## config.mk

```make
export PLATFORM = sky130hd
export DESIGN_NAME = tccw_front
export DESIGN_NICKNAME = d
export VERILOG_FILES = /design/src/rtl/tccw_pkg.sv /design/src/rtl/tccw_front.sv
export SDC_FILE = /design/constraint.sdc
export NUM_CORES = 1
export LEC_CHECK = 0
export ABC_AREA = 0
export BUFFER_PORTS_ARGS = -buffer_cell sky130_fd_sc_hd__buf_2
export CORE_ASPECT_RATIO = 0.8
export CORE_MARGIN = 1.5
export CORE_UTILIZATION = 39
export CTS_BUF_LIST = sky130_fd_sc_hd__clkbuf_8
export CTS_CLUSTER_DIAMETER = 50
export CTS_CLUSTER_SIZE = 25
export DETAILED_ROUTE_END_ITERATION = 8
export PLACE_DENSITY = 0.77
export SYNTH_ARGS = -nofsm -noshare
export SYNTH_HDL_FRONTEND = slang
export SYNTH_SLANG_ARGS = --single-unit
```

## constraint.sdc

```tcl
create_clock -name clk_i -period 2.2 [get_ports clk_i]
set_clock_uncertainty 0.2 [all_clocks]
set_input_delay 0.33 -clock clk_i [delete_from_list [all_inputs] [get_ports clk_i]]
set_output_delay 0.33 -clock clk_i [all_outputs]
set_load 0.05 [all_outputs]
```

## src/rtl/tccw_pkg.sv

```systemverilog
// shared types and constants of the text console character writer
`default_nettype none

package tccw_pkg;

  localparam int COLS_DEFAULT = 80;
  localparam int ROWS_DEFAULT = 25;

  localparam int CHAR_W   = 8;
  localparam int ATTR_W   = 8;
  localparam int CELL_W   = 16;
  localparam int IN_ROW_W = 5;
  localparam int IN_COL_W = 7;
  localparam int OUT_OFS_W = 11;

  localparam int QUEUE_DEPTH = 4;
  localparam int TAB_STOP    = 8;

  localparam logic [CHAR_W-1:0] CHAR_TAB    = 8'h09;
  localparam logic [CHAR_W-1:0] CHAR_CR     = 8'h0D;
  localparam logic [CHAR_W-1:0] CHAR_LF     = 8'h0A;
  localparam logic [CHAR_W-1:0] CHAR_PROMPT = 8'h3E;
  localparam logic [CHAR_W-1:0] CHAR_BLANK  = 8'h20;

  localparam logic [ATTR_W-1:0] RESET_ATTR   = 8'h0F;
  localparam logic              RESET_PROMPT = 1'b1;

  localparam int CFG_IDX_W = 2;
  localparam logic [CFG_IDX_W-1:0] REG_TEXT_ATTR = 2'd0;
  localparam logic [CFG_IDX_W-1:0] REG_PROMPT_EN = 2'd1;

  typedef enum logic [2:0] {
    OP_READ      = 3'd0,
    OP_READ_MISS = 3'd1,
    OP_TAB       = 3'd2,
    OP_CR        = 3'd3,
    OP_LF        = 3'd4,
    OP_GLYPH     = 3'd5
  } op_kind_e;

  typedef struct packed {
    op_kind_e              kind;
    logic [CHAR_W-1:0]     char_code;
    logic [IN_ROW_W-1:0]   row;
    logic [IN_COL_W-1:0]   col;
  } op_t;

  typedef struct packed {
    logic [ATTR_W-1:0] attr;
    logic              prompt_en;
  } cfg_t;

  typedef struct packed {
    logic                 scrolled;
    logic [OUT_OFS_W-1:0] offset;
    logic [IN_COL_W-1:0]  col;
    logic [IN_ROW_W-1:0]  row;
    logic [CELL_W-1:0]    value;
  } result_t;

endpackage

`default_nettype wire

```

## src/rtl/tccw_front.sv

```systemverilog
// input stage: accepts stream transactions and classifies them into operations
`default_nettype none

module tccw_front
  import tccw_pkg::*;
#(
  parameter int COLS = COLS_DEFAULT,
  parameter int ROWS = ROWS_DEFAULT
) (
  input  wire logic                clk_i,
  input  wire logic                rst_ni,
  input  wire logic                en_i,
  input  wire logic                in_valid_i,
  output      logic                in_ready_o,
  input  wire logic                func_i,
  input  wire logic [CHAR_W-1:0]   char_code_i,
  input  wire logic [IN_ROW_W-1:0] cell_row_i,
  input  wire logic [IN_COL_W-1:0] cell_col_i,
  output      logic                op_valid_o,
  input  wire logic                op_ready_i,
  output      op_t                 op_o
);

  logic valid_q, valid_d;
  op_t  op_q, op_d;
  logic accept;
  logic in_range;

  assign in_ready_o = en_i && (!valid_q || op_ready_i);
  assign accept     = in_valid_i && in_ready_o;
  assign in_range   = (32'(cell_row_i) < ROWS) && (32'(cell_col_i) < COLS);

  always_comb begin
    op_d           = op_q;
    op_d.char_code = char_code_i;
    op_d.row       = cell_row_i;
    op_d.col       = cell_col_i;
    if (func_i) begin
      op_d.kind = in_range ? OP_READ : OP_READ_MISS;
    end else begin
      priority if (char_code_i == CHAR_TAB) begin
        op_d.kind = OP_TAB;
      end else if (char_code_i == CHAR_CR) begin
        op_d.kind = OP_CR;
      end else if (char_code_i == CHAR_LF) begin
        op_d.kind = OP_LF;
      end else begin
        op_d.kind = OP_GLYPH;
      end
    end
  end

  always_comb begin
    valid_d = valid_q;
    if (accept) begin
      valid_d = 1'b1;
    end else if (op_ready_i) begin
      valid_d = 1'b0;
    end
  end

  always_ff @(posedge clk_i or negedge rst_ni) begin
    if (!rst_ni) begin
      valid_q <= 1'b0;
    end else begin
      valid_q <= valid_d;
    end
  end

  always_ff @(posedge clk_i) begin
    if (accept) begin
      op_q <= op_d;
    end
  end

  assign op_valid_o = valid_q;
  assign op_o       = op_q;

endmodule

`default_nettype wire

```

After elaboration in Yosys (flattened, before gate mapping)
Index checks and enable logic that the tools add are counted.
W data, S select, Z words.

cells by class
  $lt $le $gt $ge = 2
  eq/ne operators = 3
  mux-type cells = 7
  reductions and logical operators = 6

operators by type and width
  cell                  number
  $eq A8 B4 Y1 const B  3
  $mux W3               3
  $lt A7 B7 Y1 const B  1
  $lt A5 B5 Y1 const B  1
  $mux W1               4
  $logic_and A1 B1 Y1   3
  $reduce_bool A2 Y1    1
  $logic_not A1 Y1      1
  $logic_or A1 B1 Y1    1

storage, ports and cells
  bits in registers = 24
  input bits = 26
  output and inout bits = 25
  logic and storage cells = 23

Logic depth before layout (Yosys ltp)
  depth in word-level cells = 5
  mapped depth = 3
  gate-level depth less buffers = 3

Least setup slack after synthesis
No wires, ideal clock.

  path type = register to register
  from = register valid_q (netlist: op_valid_o)
  to = register op_q (netlist bit op_o[0]) (enable)
  library setup time = 405 ps
  arrival time = 1807 ps
  required time = 1595 ps
  path slack = -212 ps
  cell stages (with the launch flop) = 3
  path buffers = 0
  clock period less this slack = 2412 ps
  cell sequence = dfrtp_1 > nand2b_1 > nor2b_1

on the way
  word-level cells in the longest chain between the ends = 4

RTL lines
  element                 line              source
  from (decl)             tccw_front.sv:24  logic valid_q, valid_d;
  from (signal assigned)  tccw_front.sv:66  valid_q <= valid_d;
  $logic_not A1 Y1        tccw_front.sv:29  assign in_ready_o = en_i && (!valid_q || op_ready_i);
  $logic_or A1 B1 Y1      tccw_front.sv:29
  $logic_and A1 B1 Y1     tccw_front.sv:29
  $logic_and A1 B1 Y1     tccw_front.sv:30  assign accept = in_valid_i && in_ready_o;
  named net accept        tccw_front.sv:26  logic accept;
  to (signal assigned)    tccw_front.sv:72  op_q <= op_d;
  to (decl)               tccw_front.sv:25  op_t op_q, op_d;

The timed path passes the listed nets, and every way through them passes these cells.
A chain may end at the register's enable or synchronous reset.

Worst setup path in the final report
  from = register valid_q (netlist: op_valid_o)
  to = output port in_ready_o

on the way
  word-level cells in the longest chain between the ends = 3

RTL lines
  element              line              source
  $logic_not A1 Y1     tccw_front.sv:29
  $logic_or A1 B1 Y1   tccw_front.sv:29
  $logic_and A1 B1 Y1  tccw_front.sv:29
  to (decl)            tccw_front.sv:14  output logic in_ready_o,

No other way between the ends.

==> flow_metrics.tcl <==
set metrics [dict create \
    yosysSeqAreaShare_pct 86.5 \
    yosys.area.top_type_share_pct 83.5 \
    setup_tns_ns 0 \
    cp.required_ns 1.67 \
    worstSkewPairLatency_ns 0.25 \
    critPathMaxStageDelay_ns 0.38 \
    grt_pass1_vias 511 \
    drive_above_1_share_pct 58.9 \
    crit_path_max_fanout 3 \
    synth_area_per_cell_um2 21.2 \
    critPathCaptureType "output port" \
    critPathCapture "in_ready_o" \
    syn_inst 39 \
    powerDensity_nw_per_um2 782 \
    regArea_um2 716 \
    slowest_stage "dfrtp_1" \
    multi_input_area_um2 110 \
    r2r_start "op_valid_o" \
    postRouteAntennaNets 0 \
    htreeDepth 1 \
    yosysTopAreaCell "edfxtp_1" \
    synth_xor_area_share_pct 1.06 \
    finalHoldViolCount 0 \
    cts_max_path_buffers 2 \
    ys_async_sr_fraction_pct 4.17 \
    finalNonFillerCells 119 \
    outcome "completed" \
    relSlewSlack_pct 74.9 \
    r2r_end "op_o[2]" \
    ys.flop_type "edfxtp_1" \
    setup_viol 0 \
    synth_warnings 0 \
    cts_tree "yes" \
    synthTopCellsByCount "edfxtp_1 (23), nand2_1 (2)" \
    synth_area_leaders "edfxtp_1 (84%), dfrtp_1 (3.0%), nor4_4 (2.6%), a41oi_1 (1.1%), o311ai_0 (1.1%)" \
    synth_top_family_by_area "simple AND/OR/NAND/NOR gates" \
    drtIter0Drc 7 \
    dpl.cell_count 114 \
    syn-num-nets 65 \
    worstRegToRegCells 3 \
    grt_pass1_wl_um 2340 \
    dp_hpwl_um 1240 \
    synth_edf_count 23 \
    leakagePower_nw 0.491 \
    syn_to_final_growth_pct 41.8 \
    synth-simple-area-share_pct 8.17 \
    vias 551 \
    fill_cells 163 \
    path_class "reg2out" \
    core_um2 1940 \
    synth_compound_area_share_pct 3.78 \
    finalNetCount 122 \
    synth-seq-cells 24 \
    clk_pin_slew_ns 0.07 \
    maxSlewViolCount 0 \
    fin_crit_ns 1.63 \
    fp.dieH_um 44.2 \
    synth_mux_area_share_pct 0 \
    gp_congestion 0.702 \
    tightest_slew_ns 0.372 \
    antenna_cells 0 \
    ios 51 \
    wl_per_cell_um 13.1 \
    track_usage_pct 14.6 \
    drc 0 \
    start_util_pct 42.5 \
    max_freq_ghz 0.614 \
    cts_resized 0 \
    ys_types 16 \
    maxCapViolCount 0 \
    routed_wl_um 1560 \
    gr-total-overflow 0 \
    first_pass_iters 2 \
    rsz0062_at_grt "no" \
    peakVddDrop_mv 0.693 \
    min_period_over_period_pct 74.0 \
    antenna_found_initial 0 \
    dieArea_um2 2410 \
    root_buffer "clkbuf_8" \
    worst_ep_arrival_time_ns 1.10 \
    cts_sinks 24 \
    crit_path_start "op_valid_o" \
    cp_cell_sequence "nand2b_1 > and2_1 > buf_2" \
    synth_adder_area_share_pct 0 \
    viasPerCell 4.63 \
    die_w_um 54.5 \
    syn-cell-area_um2 827 \
    numCtsBuffers 3 \
    startpoint_type "flip-flop" \
    port_buffers 50 \
    fp-row-count 14 \
    rrSetupSlack_ns 0.78 \
    hp-class "in2reg" \
    yosysMostFrequentCell "edfxtp_1" \
    grt_max_degree 24 \
]
kinds of logic after synthesis:
group           after synthesis
compound gates                4
xor+xnor                      1
buf+inv                       1
flops                        24
simple gates                  9
cells in the final DEF, fill, tap and decap left out, types with 2 or more instances in the layout:
master / Yosys / layout
clkbuf_8: 0 / 3
nand2_1: 2 / 2
buf_2: 0 / 50
edfxtp_1: 23 / 23
area by class of cell:
type                    count  area share [%]
repair buffers             52            22.8
clock inverters             1           0.320
clock buffers               3            3.52
flip-flops and latches     24            61.0
multi-input cells          14            9.39
well taps                  24            2.56
inverters                   1           0.320
through the flow:
| stage | instance area, µm² | setup slack (ns) | utilization, % | total power [mW] | hold WS [ns] |
|---|---|---|---|---|---|
| finish | 1170 | 0.573 | 60.3 | 0.917 | 0.0471 |
| global route | 1170 | 0.510 | 60.3 | 0.958 | 0.0316 |
| CTS | 1170 | 0.556 | 60.3 | 0.929 | 0.0383 |
| detailed placement | 1120 | 0.583 | 57.5 | 0.680 | -0.0939 |
| global placement | 1120 | 0.623 | 57.5 | 0.678 | -0.0955 |
| floorplan | 830 | 0.211 | - | 0.629 | -0.166 |
what timing repair did:
item / 4_1_cts / 5_1_grt
setup buffers: 0 / 0
endpoints found under the setup margin: 0 / 0
endpoints found under the hold margin: 1 / 0
hold buffers: 1 / 0
worst max-delay path, delay by kind of cell (launching register included):
kind                   cells  cell delay (ns)
buffers and inverters      1             0.25
and+or+nand+nor            2             0.21
DFF                        1             0.38
sequential cells by signal (all words and copies together), names as in the netlist:
| register | cells |
|---|---|
| op_valid_o | 1 |
| op_o | 23 |
report_power, final:
| part | switching, mW | internal (mW) | total [mW] | leakage (nW) |
|---|---|---|---|---|
| registers | 0.00436 | 0.524 | 0.528 | 0.227 |
| clock network | 0.123 | 0.124 | 0.247 | 0.0231 |
| logic | 0.103 | 0.0385 | 0.141 | 0.241 |
| total | 0.230 | 0.687 | 0.917 | 0.491 |
per-layer routing:
metal  vias to the layer above  share of wire, %  global-route usage, %
met1                       257                40                   17.1
met4                         0               1.2                   7.50
met3                         2               7.9                   5.07
met5                         -                 0                      0
met2                        25                51                   23.9
li1                        267                 -                      -
worst min-delay path by stage:
stage / to / depth (start not counted) / startpoint / slack [ns]
global placement: op_valid_o / 1 / rst_ni / -0.1
finish: op_o[2] / 1 / cell_col_i[2] / 0.05
detailed placement: op_valid_o / 1 / rst_ni / -0.09
floorplan: op_valid_o / 0 / rst_ni / -0.17
CTS: op_o[2] / 1 / cell_col_i[2] / 0.04
global route: op_o[2] / 1 / cell_col_i[2] / 0.03
Power figures use the tool's default switching activity.
