**config.mk**
```make
export PLATFORM = sky130hd
export DESIGN_NAME = tccw_queue
export DESIGN_NICKNAME = d
export VERILOG_FILES = /design/src/rtl/tccw_pkg.sv /design/src/rtl/tccw_queue.sv
export SDC_FILE = /design/constraint.sdc
export NUM_CORES = 1
export LEC_CHECK = 0
export ABC_CLOCK_PERIOD_IN_PS = 6000
export BUFFER_PORTS_ARGS = -buffer_cell sky130_fd_sc_hd__buf_2
export CORE_MARGIN = 2
export CORE_UTILIZATION = 25
export DETAILED_ROUTE_END_ITERATION = 16
export PLACE_DENSITY_LB_ADDON = 0.2
export SYNTH_ARGS = -nofsm -noshare
export SYNTH_HDL_FRONTEND = slang
export SYNTH_SLANG_ARGS = --single-unit
```
**constraint.sdc**
```tcl
create_clock -name clk_i -period 6 [get_ports clk_i]
set_input_delay 0.3 -clock clk_i [delete_from_list [all_inputs] [get_ports clk_i]]
set_output_delay 0.3 -clock clk_i [all_outputs]
set_load 0.01 [all_outputs]
```
**src/rtl/tccw_pkg.sv**
```systemverilog
// shared types and constants of the text console character writer
`default_nettype none

package tccw_pkg;

  localparam int COLS_DEFAULT = 80;
  localparam int ROWS_DEFAULT = 25;

  localparam int CHAR_W   = 8;
  localparam int ATTR_W   = 8;
  localparam int CELL_W   = 16;
  localparam int IN_ROW_W = 5;
  localparam int IN_COL_W = 7;
  localparam int OUT_OFS_W = 11;

  localparam int QUEUE_DEPTH = 4;
  localparam int TAB_STOP    = 8;

  localparam logic [CHAR_W-1:0] CHAR_TAB    = 8'h09;
  localparam logic [CHAR_W-1:0] CHAR_CR     = 8'h0D;
  localparam logic [CHAR_W-1:0] CHAR_LF     = 8'h0A;
  localparam logic [CHAR_W-1:0] CHAR_PROMPT = 8'h3E;
  localparam logic [CHAR_W-1:0] CHAR_BLANK  = 8'h20;

  localparam logic [ATTR_W-1:0] RESET_ATTR   = 8'h0F;
  localparam logic              RESET_PROMPT = 1'b1;

  localparam int CFG_IDX_W = 2;
  localparam logic [CFG_IDX_W-1:0] REG_TEXT_ATTR = 2'd0;
  localparam logic [CFG_IDX_W-1:0] REG_PROMPT_EN = 2'd1;

  typedef enum logic [2:0] {
    OP_READ      = 3'd0,
    OP_READ_MISS = 3'd1,
    OP_TAB       = 3'd2,
    OP_CR        = 3'd3,
    OP_LF        = 3'd4,
    OP_GLYPH     = 3'd5
  } op_kind_e;

  typedef struct packed {
    op_kind_e              kind;
    logic [CHAR_W-1:0]     char_code;
    logic [IN_ROW_W-1:0]   row;
    logic [IN_COL_W-1:0]   col;
  } op_t;

  typedef struct packed {
    logic [ATTR_W-1:0] attr;
    logic              prompt_en;
  } cfg_t;

  typedef struct packed {
    logic                 scrolled;
    logic [OUT_OFS_W-1:0] offset;
    logic [IN_COL_W-1:0]  col;
    logic [IN_ROW_W-1:0]  row;
    logic [CELL_W-1:0]    value;
  } result_t;

endpackage

`default_nettype wire

```
**src/rtl/tccw_queue.sv**
```systemverilog
// small fifo of classified operations between the front and back parts
`default_nettype none

module tccw_queue
  import tccw_pkg::*;
(
  input  wire logic clk_i,
  input  wire logic rst_ni,
  input  wire logic push_valid_i,
  output      logic push_ready_o,
  input  wire op_t  push_data_i,
  output      logic pop_valid_o,
  input  wire logic pop_ready_i,
  output      op_t  pop_data_o
);

  localparam int PW = $clog2(QUEUE_DEPTH);
  localparam int NW = $clog2(QUEUE_DEPTH + 1);

  op_t           entries [QUEUE_DEPTH];
  logic [PW-1:0] wr_ptr_q, wr_ptr_d;
  logic [PW-1:0] rd_ptr_q, rd_ptr_d;
  logic [NW-1:0] count_q, count_d;
  logic          push, pop;

  assign push_ready_o = (count_q != NW'(QUEUE_DEPTH));
  assign pop_valid_o  = (count_q != '0);
  assign push         = push_valid_i && push_ready_o;
  assign pop          = pop_valid_o && pop_ready_i;
  assign pop_data_o   = entries[rd_ptr_q];

  always_comb begin
    wr_ptr_d = push ? PW'(wr_ptr_q + 1'b1) : wr_ptr_q;
    rd_ptr_d = pop ? PW'(rd_ptr_q + 1'b1) : rd_ptr_q;
    count_d  = count_q;
    if (push && !pop) begin
      count_d = NW'(count_q + 1'b1);
    end else if (pop && !push) begin
      count_d = NW'(count_q - 1'b1);
    end
  end

  always_ff @(posedge clk_i or negedge rst_ni) begin
    if (!rst_ni) begin
      wr_ptr_q <= '0;
      rd_ptr_q <= '0;
      count_q  <= '0;
    end else begin
      wr_ptr_q <= wr_ptr_d;
      rd_ptr_q <= rd_ptr_d;
      count_q  <= count_d;
    end
  end

  always_ff @(posedge clk_i) begin
    if (push) begin
      entries[wr_ptr_q] <= push_data_i;
    end
  end

endmodule

`default_nettype wire

```
* Word-level counts from Yosys, hierarchy flattened
Memories as Yosys holds them, arrays and structs flattened.
Cells that the tools add are included.
W data, S select, Z words.
** Word-level totals
- Bits in registers :: 7
- Bits in writable memories :: 92
- Input bits :: 27
- Output and inout bits :: 25
- Logic and storage cells :: 21
- Memories :: 1
** Memories
- entries :: depth 4, bits a word 23, rd ports 1, clocked after Yosys merged registers in 0, write ports 1, RTL line tccw_queue.sv:20 : op_t entries [QUEUE_DEPTH];
** Cells by class
- Add/sub/neg operators :: 4
- Equality and inequality tests :: 1
- Mux-type cells :: 4
- Reduce and logical (&&, ||, !) cells :: 8
** Operator list (number)
- $mux W3 :: 2
- $add A2 B1 Y2 const B :: 2
- $logic_and A1 B1 Y1 :: 4
- $add A3 B1 Y3 const B :: 1
- $ne A3 B3 Y1 const B :: 1
- $reduce_bool A3 Y1 :: 1
- $sub A3 B1 Y3 const B :: 1
- $logic_not A1 Y1 :: 2
- $mux W1 :: 2
- $reduce_bool A2 Y1 :: 1

* Longest topological paths before layout
Gate-level depths: netlist of the first run.
- Depth in word-level cells :: 6
- Gate-level depth with buffers :: 8
- Gate-level depth less buffers :: 8

* Worst setup path after synthesis of the first run
Ideal clock, no wire load.
- Kind :: register to register
- Start :: register count_q[1]
- End :: register count_q[2]
- Setup time :: 79 ps
- Data arrival time :: 1934 ps
- Required time :: 5921 ps
- Setup slack :: 3986 ps
- Stages on the path, launching flop included :: 9
- Path buffers :: 0
- Clock period less this slack :: 2014 ps
- Cell sequence :: dfrtp_1 > or3_1 > nand2_1 > ha_1 > inv_1 > fa_1 > xor2_1 > nor2_1 > xor2_1
** On the way
- Cells in the longest elaborated chain, start to end :: 5
- Elaborated cells between the ends (all ways) :: 13
- Classes of those cells :: 2 x add/sub; 1 x eq/ne; 2 x mux; 8 x reduce/logical
** Ends and longest elaborated chain
- start, declared :: RTL line tccw_queue.sv:23 : logic [NW-1:0] count_q, count_d;
- start signal, assigned :: RTL line tccw_queue.sv:51 : count_q <= count_d;
- $reduce_bool A3 Y1 (*) :: RTL line tccw_queue.sv:27 : assign pop_valid_o = (count_q != '0);
- named net pop_valid_o :: RTL line tccw_queue.sv:12 : output logic pop_valid_o,
- $logic_and A1 B1 Y1 (*) :: RTL line tccw_queue.sv:29 : assign pop = pop_valid_o && pop_ready_i;
- $logic_not A1 Y1 :: RTL line tccw_queue.sv:36 : if (push && !pop) begin
- $logic_and A1 B1 Y1 :: RTL line tccw_queue.sv:36
- $mux W3 / $reduce_bool A2 Y1 (equally long branches)
Mark *: on every way through the listed nets, which the timed path passes. The rest lies on a longest branch. The select of a mux whose other input is x is not followed.
A chain may end at the register's enable or synchronous reset.

==> results of run 1 <==
==> stage by stage <==
step,instance area (um^2),instances,hold WS [ns]
global route,4520,407,0.165
finish,4520,407,0.176
global placement,4230,390,0.147
detailed placement,4230,390,0.146
CTS,4520,407,0.160
floorplan,3770,156,0.00441
==> state kept, by name, summed over array words and instances (netlist names) <==
| signal | cells |
|---|---|
| rd_ptr_q | 2 |
| wr_ptr_q | 2 |
| entries | 92 |
| count_q | 3 |
==> layout by cell type, fill, tap and decap left out <==
master,count
edfxtp_1,92
buf_2,51
mux4_2,18
clkbuf_16,9
dfrtp_1,6
mux4_1,5
ha_1,5
buf_4,5
and2_1,4
xnor2_1,4
inv_1,3
nor2_1,2
nand2_1,2
mux2_2,2
xor2_1,2
inv_6,2
clkinvlp_4,2
a21boi_2,1
or3_1,1
nand3_1,1
fa_1,1
inv_8,1
clkbuf_1,1
clkinv_2,1
dlygate4sd3_1,1
dfrtp_2,1
==> layer usage <==
metal,up-vias,part of all wire,global-route usage
met4,0,0.016,0.0349
met5,-,0,0
li1,765,-,-
met3,9,0.061,0.0363
met1,863,0.46,0.115
met2,49,0.46,0.143
==> cell families after synthesis <==
group / after synthesis
adder cells (fa/ha/maj): 6
AO/OA/AOI/OAI: 1
buffers and inverters: 9
AND/OR/NAND/NOR: 10
XOR/XNOR: 6
flip-flops: 99
multiplexers: 25
==> power by group <==
part,internal [mW],switching (mW),total (mW)
Clock,0.286,0.251,0.538
Sequential,0.918,0.0911,1.01
Combinational,0.299,0.307,0.605
Total,1.50,0.649,2.15
==> critical path: cells and delay by family, from the launching register on <==
kind | cells | cell delay, ns
multiplexers | 1 | 0.65
flip-flops | 1 | 0.93
buffers and inverters | 1 | 0.16
==> final cells by class <==
class                   count  area (um^2)  area share
well taps                 184          230      0.0510
clock inverters             6         48.8      0.0108
inverters                   3         11.3     0.00249
multi-input cells          48          757       0.168
clock buffers              10          229      0.0507
flip-flops and latches     99         2940       0.651
repair buffers             57          303      0.0670
==> how the worst max path moves through the flow <==
stage          slack (ns)                endpoint               startpoint  cells after the start
4_1_cts              3.51           pop_data_o[9]  rd_ptr_q[0]$_DFFE_PN0P_                      2
5_1_grt              3.46           pop_data_o[2]  rd_ptr_q[0]$_DFFE_PN0P_                      2
3_3_place_gp         3.88           pop_data_o[9]  rd_ptr_q[0]$_DFFE_PN0P_                      2
2_1_floorplan        3.99  count_q[2]$_DFFE_PN0P_   count_q[1]$_DFFE_PN0P_                      8
6_report             3.62           pop_data_o[9]  rd_ptr_q[0]$_DFFE_PN0P_                      2
3_5_place_dp         3.89           pop_data_o[9]  rd_ptr_q[0]$_DFFE_PN0P_                      2
==> what timing repair did <==
| action | 4_1_cts | 5_1_grt |
|---|---|---|
| hold buffers | 1 | 0 |
| resized for setup | 0 | 0 |
| setup endpoints to repair | 0 | 0 |
| endpoints found under the hold margin | 7 | 0 |
==> flow_summary.yaml, run 1 <==
sta:
  timing.final.hold_violations: 0
  worstMarginPinSlew_ns: 0.856
  fin_crit_sh: 0.396
  clock_skew_ns: 0.00493
  setup_slack_ns: 3.62
  setup_viol: 0
  timing.fmax_mhz: 421
  drv_slew: 0
  min_period_ns: 2.38
  fin_setup_tns_ns: 0
  rsz0062_at_grt: "no"
  slew_headroom: 0.429
placed_design:
  dp_hpwl_um: 4390
  preCtsSetupSlack_ns: 3.89
  routabilityCongestion: 0.661
  portBuffers: 51
yosys:
  synth_cells: 156
  synth_xor_area_frac: 0.0139
  ys_seq_area_frac: 0.779
  ys_seq_elements: 99
  ys_top_cells_by_count: "edfxtp_1 (92), mux4_2 (18), dfrtp_1 (7)"
  yosys.cell_count.top_type: "edfxtp_1"
  synth_compound_area_frac: 0.00299
  synth-edff-count: 92
  synthTopCellsByArea: "edfxtp_1 (73%), mux4_2 (11%), dfrtp_1 (4.6%)"
  yosys.area.top_type_share: 0.732
  synth-adder-area-share: 0.0219
  synth_ff_type: "edfxtp_1"
  synthMuxAreaShare: 0.148
  async_flop_share: 0.0707
  synth.distinct_cells: 19
  synth_top_family_by_area: "multiplexers"
  synthSimpleGateAreaFrac: 0.0136
  synth_warnings: 0
  syn-cell-area_um2: 3770
  mappedNetlistNets: 189
  syn_area_per_cell_um2: 24.2
  synth.largest_area_cell: "edfxtp_1"
clocking:
  clk_latency_ns: 0.34
  h-tree-depth: 3
  cts_buffers: 9
  cts_max_path_buffers: 2
  cts_tree: "yes"
  cts.sinks: 99
  cts_setup_buffers: 0
  clkTransAtPathRegs_ns: 0.07
  cts-root-buf: "clkbuf_16"
flow_run:
  cap_violations: 0
global_routing:
  grt_max_degree: 26
  track_usage: 0.0917
  overflow: 0
  grt_pass1_wl_um: 10700
  grt_antenna_before_repair: 0
  grt_pass1_vias: 1879
floorplanning:
  die_h_um: 127
  start_util: 0.258
  die-area_um2: 16100
  num_rows: 44
  die_x_um: 127
  core_area_um2: 14600
  ios: 52
setup_path:
  critPathMaxStageDelay_ns: 0.93
  r2r-end: "count_q[2]$_DFFE_PN0P_"
  reg2reg_depth: 8
  crit_arrival_ns: 2.08
  crit_slowest_cell: "dfrtp_2"
  worstReg2RegStart: "count_q[0]$_DFFE_PN0P_"
  start_kind: "flop"
  critPathCaptureType: "output pin"
  crit_chain: "mux4_1 -> buf_2"
  path_max_fanout: 25
  worstPathRequired_ns: 5.70
  reg2reg_slack_ns: 3.94
  crit_type: "reg2out"
power:
  p_leak_nw: 1.56
  p_total_mw: 2.15
  powerDensity_nw_per_um2: 476
  vdd_ir_drop_max_mv: 0.187
route:
  via_count: 1686
  drtPass1Iterations: 4
  wl_per_cell_um: 17.2
  viasPerCell: 4.14
  drc: 0
  ant_nets: 0
  first_iter_violations: 97
  routed_wl_um: 7000
cells_and_area:
  nNetsFinal: 251
  fillers: 1441
  drive_gt1_frac: 0.417
  area_delta_synth_final_pct: 19.8
  final_util: 0.309
  diodes: 0
hold_path:
  holdPathEnd: "entries[1][5]$_DFFE_PP_"
  hp-class: "in2reg"
  hold_depth: 1
  hold_path_startpoint: "push_data_i[5]"
status:
  outcome: "finished clean"
Note: power is estimated with default switching activity, not from simulation.
==> inputs of run 2 (changes only) <==
Settings changed: ABC_CLOCK_PERIOD_IN_PS 6000 to 2000.
Clock period 6 ns to 2 ns, I/O delays scaled along.
==> flow_summary.yaml, run 2 (synthesized netlist as in run 1, its figures left out) <==
status:
  outcome: "finished clean"
sta:
  worstMarginPinSlew_ns: 0.256
  clock_skew_ns: 0.00528
  fin_crit_sh: 0.947
  slew_headroom: 0.829
  setup_slack_ns: 0.106
  rsz0062_at_grt: "no"
  timing.fmax_mhz: 528
  setup_viol: 0
  drv_slew: 0
  min_period_ns: 1.89
  fin_setup_tns_ns: 0
  timing.final.hold_violations: 0
hold_path:
  hold_path_startpoint: "pop_ready_i"
  hp-class: "in2reg"
setup_path:
  critPathCaptureType: "flop"
  reg2reg_slack_ns: 0.11
  reg2reg_depth: 8
  crit_chain: "or3_4 -> nand2_2 -> ha_4 -> inv_1 -> fa_2 -> xor2_1 -> nor2_1 -> xor2_1"
  crit_top_cell: "xor2_1"
  crit_start: "count_q[2]$_DFFE_PN0P_"
  crit_arrival_ns: 2.16
  r2r-end: "count_q[2]$_DFFE_PN0P_"
  worstReg2RegStart: "count_q[2]$_DFFE_PN0P_"
  crit_type: "reg2reg"
  worstPathRequired_ns: 2.26
  critPathMaxStageDelay_ns: 0.41
  endpoint: "count_q[2]$_DFFE_PN0P_"
  path_max_fanout: 3
  crit_slowest_cell: "or3_4"
  start_kind: "flop"
cells_and_area:
  diodes: 0
  largest_reg_flops: 92
  area_delta_synth_final_pct: 29.6
  drive_gt1_frac: 0.410
  fillers: 1420
  layout_common_cells: "edfxtp_1 (92), buf_2 (51), dlygate4sd3_1 (24)"
  final_area_um2: 4890
  largest_register: "entries"
  nNetsFinal: 285
  top_regs: "entries x92, count_q x3"
  layout_commonest_cell: "edfxtp_1"
power:
  vdd_ir_drop_max_mv: 0.836
  p_total_mw: 6.75
  powerDensity_nw_per_um2: 1380
  p_leak_nw: 1.73
clocking:
  h-tree-depth: 3
  cts-root-buf: "clkbuf_16"
  cts_buffers: 9
  cts_max_path_buffers: 2
  cts.sinks: 99
  cts_tree: "yes"
  clkTransAtPathRegs_ns: 0.06
  clk_latency_ns: 0.34
placed_design:
  postPlaceCellArea_um2: 4340
  dp_hpwl_um: 4500
  portBuffers: 51
  routabilityCongestion: 0.676
  preCtsSetupSlack_ns: 0.00529
global_routing:
  grt_pass1_wl_um: 11100
  overflow: 0
  track_usage: 0.0948
  grt_antenna_before_repair: 0
  grt_max_degree: 24
  grt_pass1_vias: 2003
floorplanning:
  die_x_um: 127
  die_h_um: 127
  core_area_um2: 14600
  start_util: 0.258
  die-area_um2: 16100
  num_rows: 44
  ios: 52
route:
  routed_wl_um: 7000
  wl_per_cell_um: 15.9
  via_count: 1798
  drtPass1Iterations: 4
  viasPerCell: 4.09
  drc: 0
  first_iter_violations: 100
  ant_nets: 0
flow_run:
  cap_violations: 0
[run 2: changes by cell type in the layout (fill, tap and decap cells not counted), moves of 2 or more]
| cell | delta |
|---|---|
| clkinvlp_4 | -2 |
| buf_12 | +2 |
| dlygate4sd3_1 | +23 |
| buf_4 | +8 |
[run 2: repair_timing]
| item | 4_1_cts | 5_1_grt |
|---|---|---|
| pin swaps | 0 | 3 |
| endpoints found under the hold margin | 99 | 0 |
| gates resized for setup | 2 | 3 |
| buffers inserted | 1 | 0 |
| hold buffers | 24 | 0 |
| setup endpoints to repair | 1 | 5 |
| gates cloned | 0 | 0 |
[run 2: worst min path at each step]
stage / depth (start not counted) / slack [ns] / endpoint
global route: 3 / 0.06 / rd_ptr_q[1]$_DFFE_PN0P_
floorplan: 0 / -0.20 / count_q[0]$_DFFE_PN0P_
CTS: 3 / 0.05 / rd_ptr_q[1]$_DFFE_PN0P_
detailed placement: 1 / -0.05 / count_q[0]$_DFFE_PN0P_
finish: 3 / 0.06 / rd_ptr_q[1]$_DFFE_PN0P_
global placement: 1 / -0.05 / count_q[2]$_DFFE_PN0P_
[run 2: critical path, delay by kind of cell (launching register included)]
family                   cells  cell delay [ns]
AND/OR/NAND/NOR              3             0.63
flip-flops                   1             0.38
buffers and inverters        1             0.05
XOR/XNOR                     2             0.30
adder cells (fa/ha/maj)      2             0.46
[run 2: final cells by class]
type	count	area (um^2)	area share
repair buffers	91	644	0.132
inverters	3	11.3	0.00230
clock inverters	4	51.3	0.0105
multi-input cells	48	779	0.159
clock buffers	11	233	0.0476
flip-flops and latches	99	2940	0.601
well taps	184	230	0.0471
[run 2: stage by stage]
| step | util | cells | hold WS, ns |
|---|---|---|---|
| detailed placement | 0.296 | 400 | -0.0472 |
| finish | 0.334 | 440 | 0.0636 |
| CTS | 0.333 | 440 | 0.0472 |
| global placement | 0.296 | 400 | -0.0488 |
| floorplan | - | 156 | -0.196 |
| global route | 0.334 | 440 | 0.0644 |
[run 2: layer usage]
metal  share of wire  global-route usage  vias up
met5               0                   0        -
met4           0.014              0.0349        0
met3           0.054              0.0392        9
met2            0.48               0.152       52
met1            0.45               0.115      907
li1                -                   -      830
[run 2: power breakdown]
part | internal, mW | total, mW | switching [mW]
clock | 0.965 | 1.67 | 0.702
sequential | 2.76 | 2.89 | 0.136
combinational | 1.09 | 2.19 | 1.09
